==> src/sv/ntl_pkg.sv <==
package ntl_pkg;

  localparam int DEPTH   = 16;
  localparam int IDX_W   = $clog2(DEPTH);
  localparam int CNT_W   = $clog2(DEPTH + 1);
  localparam int MAX_OUT = 16;

  typedef enum logic [1:0] {
    CMD_HEARD = 2'd0,
    CMD_POS   = 2'd1,
    CMD_SNAP  = 2'd2
  } cmd_t;

  typedef enum logic [1:0] {
    ST_IDLE,
    ST_SCAN,
    ST_SORT
  } state_t;

  typedef enum logic {
    MODE_LOOKUP,
    MODE_SORT
  } mode_t;

  typedef struct packed {
    logic               hit;
    logic [IDX_W-1:0]   hit_idx;
    logic               best_ok;
    logic [31:0]        best_time;
    logic [IDX_W-1:0]   best_pos;
    logic [IDX_W-1:0]   best_idx;
    logic [15:0]        id;
    logic signed [15:0] rssi;
    logic signed [30:0] lat;
    logic signed [31:0] lon;
    logic               has_pos;
  } carry_t;

  typedef struct packed {
    mode_t              mode;
    logic [15:0]        key;
    logic [CNT_W-1:0]   used;
    logic [IDX_W-1:0]   sort_i;
    logic               init;
    logic               wr;
    logic [IDX_W-1:0]   wr_idx;
    logic               clear;
    cmd_t               wcmd;
    logic signed [15:0] rssi;
    logic [31:0]        ts;
    logic signed [30:0] lat;
    logic signed [31:0] lon;
    logic               swap;
    logic [IDX_W-1:0]   win_idx;
    logic [IDX_W-1:0]   win_pos;
  } ctrl_t;

endpackage

==> src/sv/ntl_cell.sv <==
module ntl_cell import ntl_pkg::*; (
  input  logic             clk,
  input  logic [IDX_W-1:0] idx,
  input  ctrl_t            ctrl,
  input  carry_t           carry_in,
  output carry_t           carry_out
);

  logic [15:0]        id;
  logic [31:0]        time_q;
  logic signed [15:0] rssi;
  logic signed [30:0] lat;
  logic signed [31:0] lon;
  logic               has_pos;
  logic [IDX_W-1:0]   pos;

  carry_t carry_next;
  logic   live;
  logic   take;

  always_comb begin
    carry_next = carry_in;
    take = 1'b0;
    live = ({1'b0, idx} < ctrl.used);
    if (ctrl.mode == MODE_LOOKUP) begin
      if (!carry_in.hit && live && id == ctrl.key) begin
        carry_next.hit     = 1'b1;
        carry_next.hit_idx = idx;
      end
      take = !carry_in.best_ok || time_q < carry_in.best_time;
    end else begin
      take = live && pos >= ctrl.sort_i &&
             (!carry_in.best_ok || time_q > carry_in.best_time ||
              (time_q == carry_in.best_time && pos < carry_in.best_pos));
    end
    if (take) begin
      carry_next.best_ok   = 1'b1;
      carry_next.best_time = time_q;
      carry_next.best_pos  = pos;
      carry_next.best_idx  = idx;
      carry_next.id        = id;
      carry_next.rssi      = rssi;
      carry_next.lat       = lat;
      carry_next.lon       = lon;
      carry_next.has_pos   = has_pos;
    end
  end

  always_ff @(posedge clk) begin
    carry_out <= carry_next;
    if (ctrl.wr && ctrl.wr_idx == idx) begin
      id <= ctrl.key;
      if (ctrl.wcmd == CMD_HEARD) begin
        time_q <= ctrl.ts;
        rssi   <= ctrl.rssi;
        if (ctrl.clear) begin
          lat     <= '0;
          lon     <= '0;
          has_pos <= 1'b0;
        end
      end else begin
        lat     <= ctrl.lat;
        lon     <= ctrl.lon;
        has_pos <= 1'b1;
        if (ctrl.clear) begin
          time_q <= '0;
          rssi   <= '0;
        end
      end
    end
    if (ctrl.init) begin
      pos <= idx;
    end else if (ctrl.swap) begin
      if (idx == ctrl.win_idx) begin
        pos <= ctrl.sort_i;
      end else if (pos == ctrl.sort_i) begin
        pos <= ctrl.win_pos;
      end
    end
  end

endmodule

==> config.mk <==
export PLATFORM = sky130hd
export DESIGN_NAME = ntl_cell
export DESIGN_NICKNAME = d
export VERILOG_FILES = /design/src/sv/ntl_pkg.sv /design/src/sv/ntl_cell.sv
export SDC_FILE = /design/constraint.sdc
export NUM_CORES = 1
export LEC_CHECK = 0
export BUFFER_PORTS_ARGS = -buffer_cell sky130_fd_sc_hd__buf_2
export CAP_MARGIN = 0
export CORE_AREA = 2 2 201 203
export DETAILED_ROUTE_END_ITERATION = 6
export DIE_AREA = 0 0 203 205
export SYNTH_ARGS = -nofsm -noshare
export SYNTH_HDL_FRONTEND = slang
export SYNTH_SLANG_ARGS = --single-unit
==> constraint.sdc <==
create_clock -name clk -period 4.9 [get_ports clk]
set_input_delay 0.735 -clock clk [delete_from_list [all_inputs] [get_ports clk]]
set_output_delay 0.735 -clock clk [all_outputs]
set_load 0.005 [all_outputs]
==> impl_results.md, run 1 <==
* Max Root-Sink Buffers at 3
* Setup Fix Bufs, Post-CTS at 0
* Final ANT Viol Nets at 0
* VDD IR max at ~0.29 mV
* Cell Count Post-Placement at 1724
* Share of cells above drive strength 1 at about half
* DPL Wire Length at 23.48 mm
* Hold Violations, Final at 0
* RSZ-0062 raised after global routing: no
* Lkg Pwr at roughly 6.4 nW
* Startpoint type of the worst setup path: register
* Clock-pin slew on the worst setup and hold paths at 60 ps
* Clock root cell: clkbuf_16
* RD Place Congestion at 0.7792
* Total track usage at 14.03%
* Rows at 73
* Critical path type: reg2reg
* Residual DRC at 0
* Crit path to: carry_out[8]$_DFF_P_
* Worst R2R Start: time_q[14]$_SDFFCE_PN0P_
* Pre-CTS setup slack at 887.6 ps
* Synth top area share at 36.12%
* Max cap viols at 0
* Final Skew at 10.57 ps
* Sequential share of the synthesized area at 62.03%
* Syn Inst Count at 770
* Die area at 0.04162 mm^2
* Clk_lat worst skew at 560 ps
* FF+latch count, synth at about 270
* Routed len/inst at 17.13 um
* Critical path data required time at 5340 ps
* Post-synthesis net count at 1114
* Final worst path period share at a little over two thirds
* Crit path from: time_q[14]$_SDFFCE_PN0P_
* Leading area contributor after synthesis: edfxtp_1
* Die W at 203 um
* Syn Std Cell Area at 0.01097 mm^2
* Largest net degree at the start of global routing at 66
* Largest cells by area after synthesis: edfxtp_1 36%, dfxtp_1 26%, mux2_2 10%
* Worst-Margin Slew at 898.6 ps
* Drt first pass iters at 4
* Reg2reg path depth at 9
* R2R setup slack at between 1000 and 1500 ps
* Post-Layout Cell Count at between 1500 and 2000
* Post-route setup TNS at 0 ps
* # fillers at 3849
* Final nets at 1575
* Die height at 205 um
* H-Tree Depth at 1
* HP Class: in2reg
* Core area at approximately 0.04 mm^2
* Vias in the first global route at 7891
* Achievable frequency at 291.2 MHz
* Relative slew slack at between 30% and 40%
* Min Tclk post-route at 3434 ps
* Routed vias at 7509
* Worst reg2reg endpoint: carry_out[8]$_DFF_P_
* Worst Path Max Fanout at 30
* PnR Total Power at slightly below 6 mW
* Most frequent cells in the layout: 443 x buf_2, 142 x dfxtp_1, 132 x edfxtp_1
* Max-slew violation count at 0
* Initial antenna violation count at 5
* Overflow after GRT at 0
* Initial core utilization at between 20% and 30%
* Area Overhead vs Synth at 35.44%
* Register area at 0.006807 mm^2
* Routed vias/inst at 4.216
* Syn avg cell area at 14.25 um^2
* Commonest non-fill, non-tap cell in the layout: buf_2
* Final setup violation count at 0
* Top Ports at 444
* Footprint of the multi-input gates at 0.003795 mm^2
* WP data arrival at ~3900 ps
* Final wirelength at 30.51 mm
* Buffers on Ports at 443
* Count of unique library cells instantiated by Yosys at 40
* DRT iter0 DRCs at 184
* CP endpoint kind: register
* # resized after CTS at 0
* Power density over the cells at 388.2 mW/mm^2
* Synth Warn # at 0
* First-pass GRT wire length at about 45 mm
* Status: finished, final reports clean
* Worst setup margin at 1466 ps
* Hold_buf cts at 0
* Sink Count at 274
* CTS tree: done
* CTS buffer count at 30
## sequential cells by signal, indices dropped and copies added (netlist names)
signal     count
pos            4
carry_out    142
has_pos        1
lat           31
time_q        32
rssi          16
lon           32
id            16
## Yosys cell counts, drive strengths merged
| cell | n |
|---|---|
| a21oi | 17 |
| a21o | 3 |
| or3 | 1 |
| a31oi | 1 |
| o221a | 1 |
| edfxtp | 132 |
| nor2 | 11 |
| buf | 16 |
| a2111oi | 1 |
| mux2 | 140 |
| nor3b | 1 |
| xnor2 | 20 |
| a221oi | 1 |
| and4 | 1 |
| nor4 | 4 |
| a2111o | 1 |
| o211ai | 5 |
| nor3 | 2 |
| or2 | 1 |
| nand3 | 8 |
| ha | 42 |
| o21ai | 7 |
| mux2i | 1 |
| nand2b | 2 |
| a21boi | 1 |
| and2 | 111 |
| o21a | 5 |
| clkbuf | 12 |
| nand4 | 13 |
| nand2 | 16 |
| xor2 | 4 |
| or3b | 1 |
| inv | 45 |
| o31ai | 1 |
| dfxtp | 142 |
## cells by family after synthesis
| logic type | Yosys count | synth area share [%] |
|---|---|---|
| muxes | 141 | 15.83 |
| and+or+nand+nor | 172 | 9.134 |
| xor gates and xnor gates | 24 | 1.916 |
| buffers and inverters | 73 | 3.615 |
| adders and majority gates | 42 | 4.789 |
| AOI/OAI and AO/OA | 44 | 2.691 |
| DFF | 274 | 62.03 |
## worst min path at each step
stage                                 startpoint                     end  slack, ps  depth (start not counted)
after floorplan             lon[9]$_SDFFCE_PP0P_   carry_out[10]$_DFF_P_        450                          1
after global placement     lat[23]$_SDFFCE_PP0P_   carry_out[56]$_DFF_P_        450                          1
final                              carry_in[141]  carry_out[141]$_DFF_P_        380                          2
after CTS                              ctrl[147]         id[9]$_DFFE_PP_        340                          1
after detailed placement  rssi[10]$_SDFFCE_PN0P_   carry_out[74]$_DFF_P_        460                          1
after global routing                   ctrl[147]         id[9]$_DFFE_PP_        340                          1
## power breakdown
group	total (mW)	switching [mW]	internal [mW]
registers	2.62	0.0509	2.57
logic	0.753	0.325	0.428
clock network	2.40	0.919	1.48
total	5.77	1.30	4.47
## per-layer routing
layer | vias up | track usage [%] | part of all wire (%)
met5 | - | 0 | 0.089
met1 | 3537 | 16.20 | 39
met4 | 4 | 3.519 | 1.5
met3 | 41 | 5.075 | 9.5
li1 | 3629 | - | -
met2 | 298 | 24.63 | 50
## through the flow
step | hold slack (ps) | cell area (um^2) | util, %
final | 377.3 | 14860 | 37.75
after detailed placement | 457.7 | 13810 | 35.09
after global placement | 450.6 | 13810 | 35.09
after CTS | 337.9 | 14860 | 37.74
after floorplan | 449.3 | 10970 | -
after global routing | 343.4 | 14860 | 37.75
## cell type report
class	instances	share of cell area, %
antenna	2	0.03368
clock buffer	37	5.439
clock inverter	18	1.591
timing repair buffer	457	16.05
inverter	45	1.137
sequential	274	45.80
multi-input combinational	423	25.53
tap	525	4.420
## critical path, stage by stage (launching register included)
cell and delay [ps]:
edfxtp_1 390, ha_1 330, nand4_1 220, nor4_1 510, nand2_1 120, o211ai_1 230, nand2_1 120, o211ai_4 720
buf_12 300, mux2_2 360
(Power assumes the default switching activity.)
==> inputs of run 2 (changes only) <==
ABC_AREA = 1   (was default)
CORE_AREA = 2 2 204 206   (was 2 2 201 203)
DIE_AREA = 0 0 206 208   (was 0 0 203 205)
clock period = 3.1 ns   (was 4.9 ns; I/O delays follow)
==> run 2 against run 1 <==
Against the previous run: count of clock-buffer cells in the layout is 2 higher; area after synthesis rose by 3.1%; fmax is 32% higher; worst hold slack lost 290 ps; total power rose by 57%; sequential share of layout area is 0.80 points lower; global-route usage is 2.0 points higher; clock skew grew 2.8 ps; final cell count grew 26%; largest power group unchanged; highest routed layer unchanged.
==> impl_results.md, run 2 <==
* Area Overhead vs Synth at 33.74%
* Hold Violations, Final at 0
* Top cells by count, synth: 333 x nand2_1, 187 x inv_1, 142 x dfxtp_1, 142 x nand3_1, 141 x nor2_1
* CTS buffer count at 30
* Drt first pass iters at 5
* Clk pwr share at 38.2%
* CTS tree: done
* Achievable frequency at a little under 400 MHz
* VDD IR max at 0.4168 mV
* Hold WS at 90.04 ps
* Internal at between 6 and 7 mW
* Final setup violation count at 0
* NetSw at 2.387 mW
* Synth Warn # at 0
* Initial antenna violation count at 13
* Total track usage at 16.06%
* PnR Total Power at 9.069 mW
* Largest net degree at the start of global routing at 112
* Setup Fix Bufs, Post-CTS at 0
* Die height at 208 um
* Buffers on Ports at 443
* Post-synth EDFFs at 132
* Core area at 0.04055 mm^2
* Relative slew slack at 63.61%
* Largest cells by area after synthesis: edfxtp_1 35%, dfxtp_1 25%, nand2_1 11%
* Delay-heaviest family, CP: simple AND/OR/NAND/NOR gates
* Clk_lat worst skew at approximately 570 ps
* Initial core utilization at around 28%
* Syn Inst Count at around 1300
* Leading area contributor after synthesis: edfxtp_1
* Worst-Margin Slew at approximately 550 ps
* Status: finished, final reports clean
* Sink Count at 274
* Top cell by count, worst path: nand2_1
* R2R setup slack at just over 500 ps
* Footprint of the multi-input gates at 0.003562 mm^2
* Gate power share at 15.1%
* Synth top area share at 35.05%
* Max stage delay on crit path at 400 ps
* Max Root-Sink Buffers at 3
* Residual DRC at 0
* DPL Wire Length at around 26 mm
* First-pass GRT wire length at approximately 54 mm
* Final ANT Viol Nets at 0
* Clock-pin slew on the worst setup and hold paths at 70 ps
* Register area at 0.006807 mm^2
* Routed len/inst at 15.68 um
* Lkg Pwr at 7.647 nW
* Die area at 0.04285 mm^2
* Syn avg cell area at between 9 and 10 um^2
* Routed vias at 9523
* Most common cell in the netlist: nand2_1
* Clock root cell: clkbuf_16
* Count of unique library cells instantiated by Yosys at 30
* Sequential share of the synthesized area at 60.18%
* Async S/R FF share, synth at 0%
* Slowest CP cell: edfxtp_1
* Routed vias/inst at 4.236
* Overflow after GRT at 0
* Top Ports at roughly 440
* Reg power frac at 46.7%
* Commonest non-fill, non-tap cell in the layout: buf_2
* Post-route setup TNS at 0 ps
* Most frequent cells in the layout: 443 x buf_2, 333 x nand2_1, 184 x inv_1
* Final worst path period share at 83.64%
* RSZ-0062 raised after global routing: no
* Die W at 206 um
* Vias in the first global route at 9732
* CP cell instances: ha_1, a21oi_1, nor2_1, nor2_1, nand3_1, a21oi_1, nand2_1, nand2_1, nand2_8, nand2_4, buf_12, nand2_1, nand2_1
* Most flop-heavy register: carry_out
* WP data arrival at 3100 ps
* Max-slew violation count at 0
* Hold_buf cts at 0
* Min Tclk post-route at about 2600 ps
* Worst Path Max Fanout at 81
* DRT iter0 DRCs at between 300 and 400
* Startpoint type of the worst setup path: register
* Final Skew at 13.41 ps
* Biggest regs: carry_out (142), lon (32), time_q (32)
* CP endpoint kind: register
* Max reg flops at 142
* # fillers at approximately 4200
* Rows at 74
* Max cap viols at 0
* Switch share at 26.32%
* FF+latch count, synth at 274
* Final nets at 2029
* Post-synthesis net count at approximately 1600
* # resized after CTS at 0
* Share of cells above drive strength 1 at between 30% and 40%
* H-Tree Depth at 1
* RD Place Congestion at 0.8274
* Critical path type: reg2reg
* Final wirelength at around 35 mm
* Critical path data required time at 3600 ps
* Power density over the cells at approximately 600 mW/mm^2
* Top_reg_cell synth: dfxtp_1
* CP bufs+invs at 1
* HP Class: in2reg
* Syn Std Cell Area at 0.01131 mm^2
run 2: final timing paths:
kind                                  from               endpoint  cells past startpoint
hold reg to reg      lon[22]$_SDFFCE_PP0P_  carry_out[23]$_DFF_P_                      2
hold / removal                   ctrl[139]        id[1]$_DFFE_PP_                      1
setup reg to reg  time_q[21]$_SDFFCE_PN0P_  carry_out[82]$_DFF_P_                     13
setup / recovery  time_q[21]$_SDFFCE_PN0P_  carry_out[82]$_DFF_P_                     13
run 2: layout make-up:
class                   instances  share of cell area, %
inverters                     188                  4.732
flip-flops and latches        274                  45.00
repair buffers                457                  15.93
clock buffers                  39                  5.526
diodes                          8                 0.1324
clock inverters                16                 0.7279
well taps                     532                  4.401
multi-input cells             734                  23.55
run 2: per-stage QoR:
step,setup slack (ps),utilization [%],instance area (um^2),instances
after detailed placement,312.9,34.92,14160,2185
after global placement,325.4,34.92,14160,2185
after floorplan,-75.57,-,11370,1252
after CTS,497.6,37.25,15110,2240
after global routing,222.9,37.29,15120,2247
final,507.2,37.30,15130,2248
run 2: kinds of logic after synthesis:
group	share of synthesized area, %
AND/OR/NAND/NOR	22.78
buffers and inverters	8.972
flip-flops	60.18
adder cells (fa/ha/maj)	4.646
XOR/XNOR	0.9293
AO/OA/AOI/OAI	2.489
run 2: power groups by stage:
stage / clock [mW] / combinational [mW] / sequential, mW
global route: 3.70 / 1.56 / 4.26
detailed placement: 0 / 1.40 / 4.31
floorplan: 0 / 0.641 / 4.33
CTS: 3.57 / 1.40 / 4.24
global placement: 0 / 1.38 / 4.31
finish: 3.47 / 1.37 / 4.24
run 2: metal layers:
layer	vias to the layer above	global-route usage (%)	part of all wire [%]
met3	77	3.994	7.6
met5	-	0	0.15
met1	4298	18.76	40
met2	324	28.19	49
li1	4814	-	-
met4	10	5.961	2.9
==> inputs of run 3 (changes only) <==
clock period = 2.2 ns   (was 3.1 ns; I/O delays follow)
==> run 3 against run 2 <==
Against the previous run: the run now ends with negative setup slack left; sequential share of layout area shrank 8.6 points; total power rose by 61%; setup slack worse by 740 ps; global-route usage increased by 3.4 points; combinational power rose by 120%; routed wire length is 24% higher; final cell count increased by 10%; clock power rose by 63%; critical path type unchanged; critical endpoint is now carry_out[75]$_DFF_P_; largest power group unchanged.
==> impl_results.md, run 3 (synthesized netlist as in run 2, its figures left out) <==
* Status: complete, but fails checks
* Violated checks: negative setup slack
* RSZ-0062 raised after global routing: yes
* Startpoint type of the worst setup path: register
* Routed vias at 11094
* CP endpoint kind: register
* Critical path data required time at 2670 ps
* Max cap viols at 0
* CTS buffer count at 31
* Power density over the cells at 782.9 mW/mm^2
* Overflow after GRT at 0
* Final worst path period share at 110.6%
* Initial core utilization at between 20% and 30%
* DRT iter0 DRCs at 540
* Clock-pin slew on the worst setup and hold paths at roughly 60 ps
* Final setup violation count at 137
* Relative slew slack at between 50% and 60%
* Vias in the first global route at around 12000
* Buffers on Ports at 443
* VDD IR max at 0.5848 mV
* Crit path from: time_q[31]$_SDFFCE_PN0P_
* Achievable frequency at between 400 and 500 MHz
* Core area at 0.04055 mm^2
* Hold WS at 30.66 ps
* Drt first pass iters at 5
* Lkg Pwr at 9.218 nW
* HP Class: in2reg
* Share of cells above drive strength 1 at 36.83%
* Max reg flops at around 140
* Final wirelength at 43.80 mm
* WHS Path Cells at 3
* Max-slew violation count at 0
* Commonest non-fill, non-tap cell in the layout: buf_2
* Largest net degree at the start of global routing at between 60 and 70
* Worst reg2reg endpoint: carry_out[75]$_DFF_P_
* Most flop-heavy register: carry_out
* DPL Wire Length at ~27 mm
* Residual DRC at 0
* Clk_lat worst skew at 570 ps
* CTS tree: done
* Routed vias/inst at 4.477
* Top Ports at around 440
* Max Root-Sink Buffers at 3
* Rows at 74
* Min Tclk post-route at 2434 ps
* WP data arrival at 2900 ps
* Hold Violations, Final at 0
* Clock root cell: clkbuf_16
* Routed len/inst at 17.67 um
* Worst-Margin Slew at 676.6 ps
* Final ANT Viol Nets at 0
* Initial antenna violation count at 7
* Final Skew at 8.310 ps
* Critical path type: reg2reg
* Total track usage at 19.46%
* Die height at between 200 and 250 um
* Sink Count at 274
* R2R setup slack at -230 ps
* Final nets at 2263
* RD Place Congestion at ~0.83
* Most frequent cells in the layout: 443 x buf_2, 268 x nand2_1, 183 x inv_1
* First-pass GRT wire length at 64.24 mm
* Worst Path Max Fanout at 7
* Worst setup margin at -233.7 ps
* H-Tree Depth at 1
* Worst R2R Start: time_q[31]$_SDFFCE_PN0P_
* Area Overhead vs Synth at 65.13%
* Crit path to: carry_out[75]$_DFF_P_
* Biggest regs: carry_out (142), lon (32), time_q (32)
* Pre-CTS setup slack at -373.5 ps
* Die area at 0.04285 mm^2
* Reg2reg path depth at 16
* Die W at 206 um
run 3: what timing repair did:
action / 4_1_cts / 5_1_grt
endpoints found under the hold margin: 152 / 0
gates cloned: 20 / 7
setup endpoints to repair: 137 / 137
pin swaps: 28 / 69
hold buffers: 152 / 0
setup buffers: 16 / 3
gates resized for setup: 108 / 55
run 3: layout make-up:
type	instances	area (um^2)
multi-input combinational	734	4071
timing repair buffer	690	5298
clock inverter	21	285.3
tap	532	665.6
sequential	274	6807
fill	3783	21880
inverter	188	715.7
clock buffer	37	828.3
antenna	2	5.005
run 3: critical path: stages (launching register included):
cell and delay [ps]:
edfxtp_1 440, ha_4 300, nand2_2 70, nor2_4 110
nand2_2 90, buf_6 130, nor3_4 190, nand2_1 70
nand2_1 90, nand2_2 110, nand2_8 110, nand2_8 90
buf_12 150, buf_12 130, buf_16 140, nand2_2 60
nand2_2 40
run 3: stage by stage:
step / util [%] / power [mW] / instances / cell area [um^2] / TNS [ps]
after floorplan: - / 7.007 / 1252 / 11370 / -81590
final: 46.05 / 14.62 / 2478 / 18680 / -22850
after CTS: 45.24 / 14.64 / 2472 / 18350 / -14120
after detailed placement: 35.88 / 8.135 / 2227 / 14550 / -42990
after global placement: 35.88 / 8.102 / 2227 / 14550 / -36680
after global routing: 46.04 / 15.23 / 2477 / 18670 / -35510
run 3: power by group:
part           leakage, nW  internal, mW  switching (mW)
logic                 6.38          1.49            1.47
clock network        0.555          3.49            2.18
registers             2.28          5.82           0.172
run 3: per-layer routing:
layer | global-route usage [%] | wire [um]
met1 | 22.69 | 16970
met2 | 34.47 | 21880
met3 | 4.073 | 3236
met4 | 7.808 | 1673
met5 | 0 | 42
run 3: worst min-delay path by stage:
| stage | slack [ps] | startpoint | end |
|---|---|---|---|
| global route | 10 | carry_in[0] | carry_out[0]$_DFF_P_ |
| detailed placement | 420 | lat[22]$_SDFFCE_PP0P_ | carry_out[55]$_DFF_P_ |
| global placement | 420 | lat[19]$_SDFFCE_PP0P_ | carry_out[52]$_DFF_P_ |
| finish | 30 | carry_in[5] | carry_out[5]$_DFF_P_ |
| CTS | 7 | ctrl[23] | lon[14]$_SDFFCE_PP0P_ |
| floorplan | 410 | has_pos$_SDFFCE_PN1P_ | carry_out[0]$_DFF_P_ |
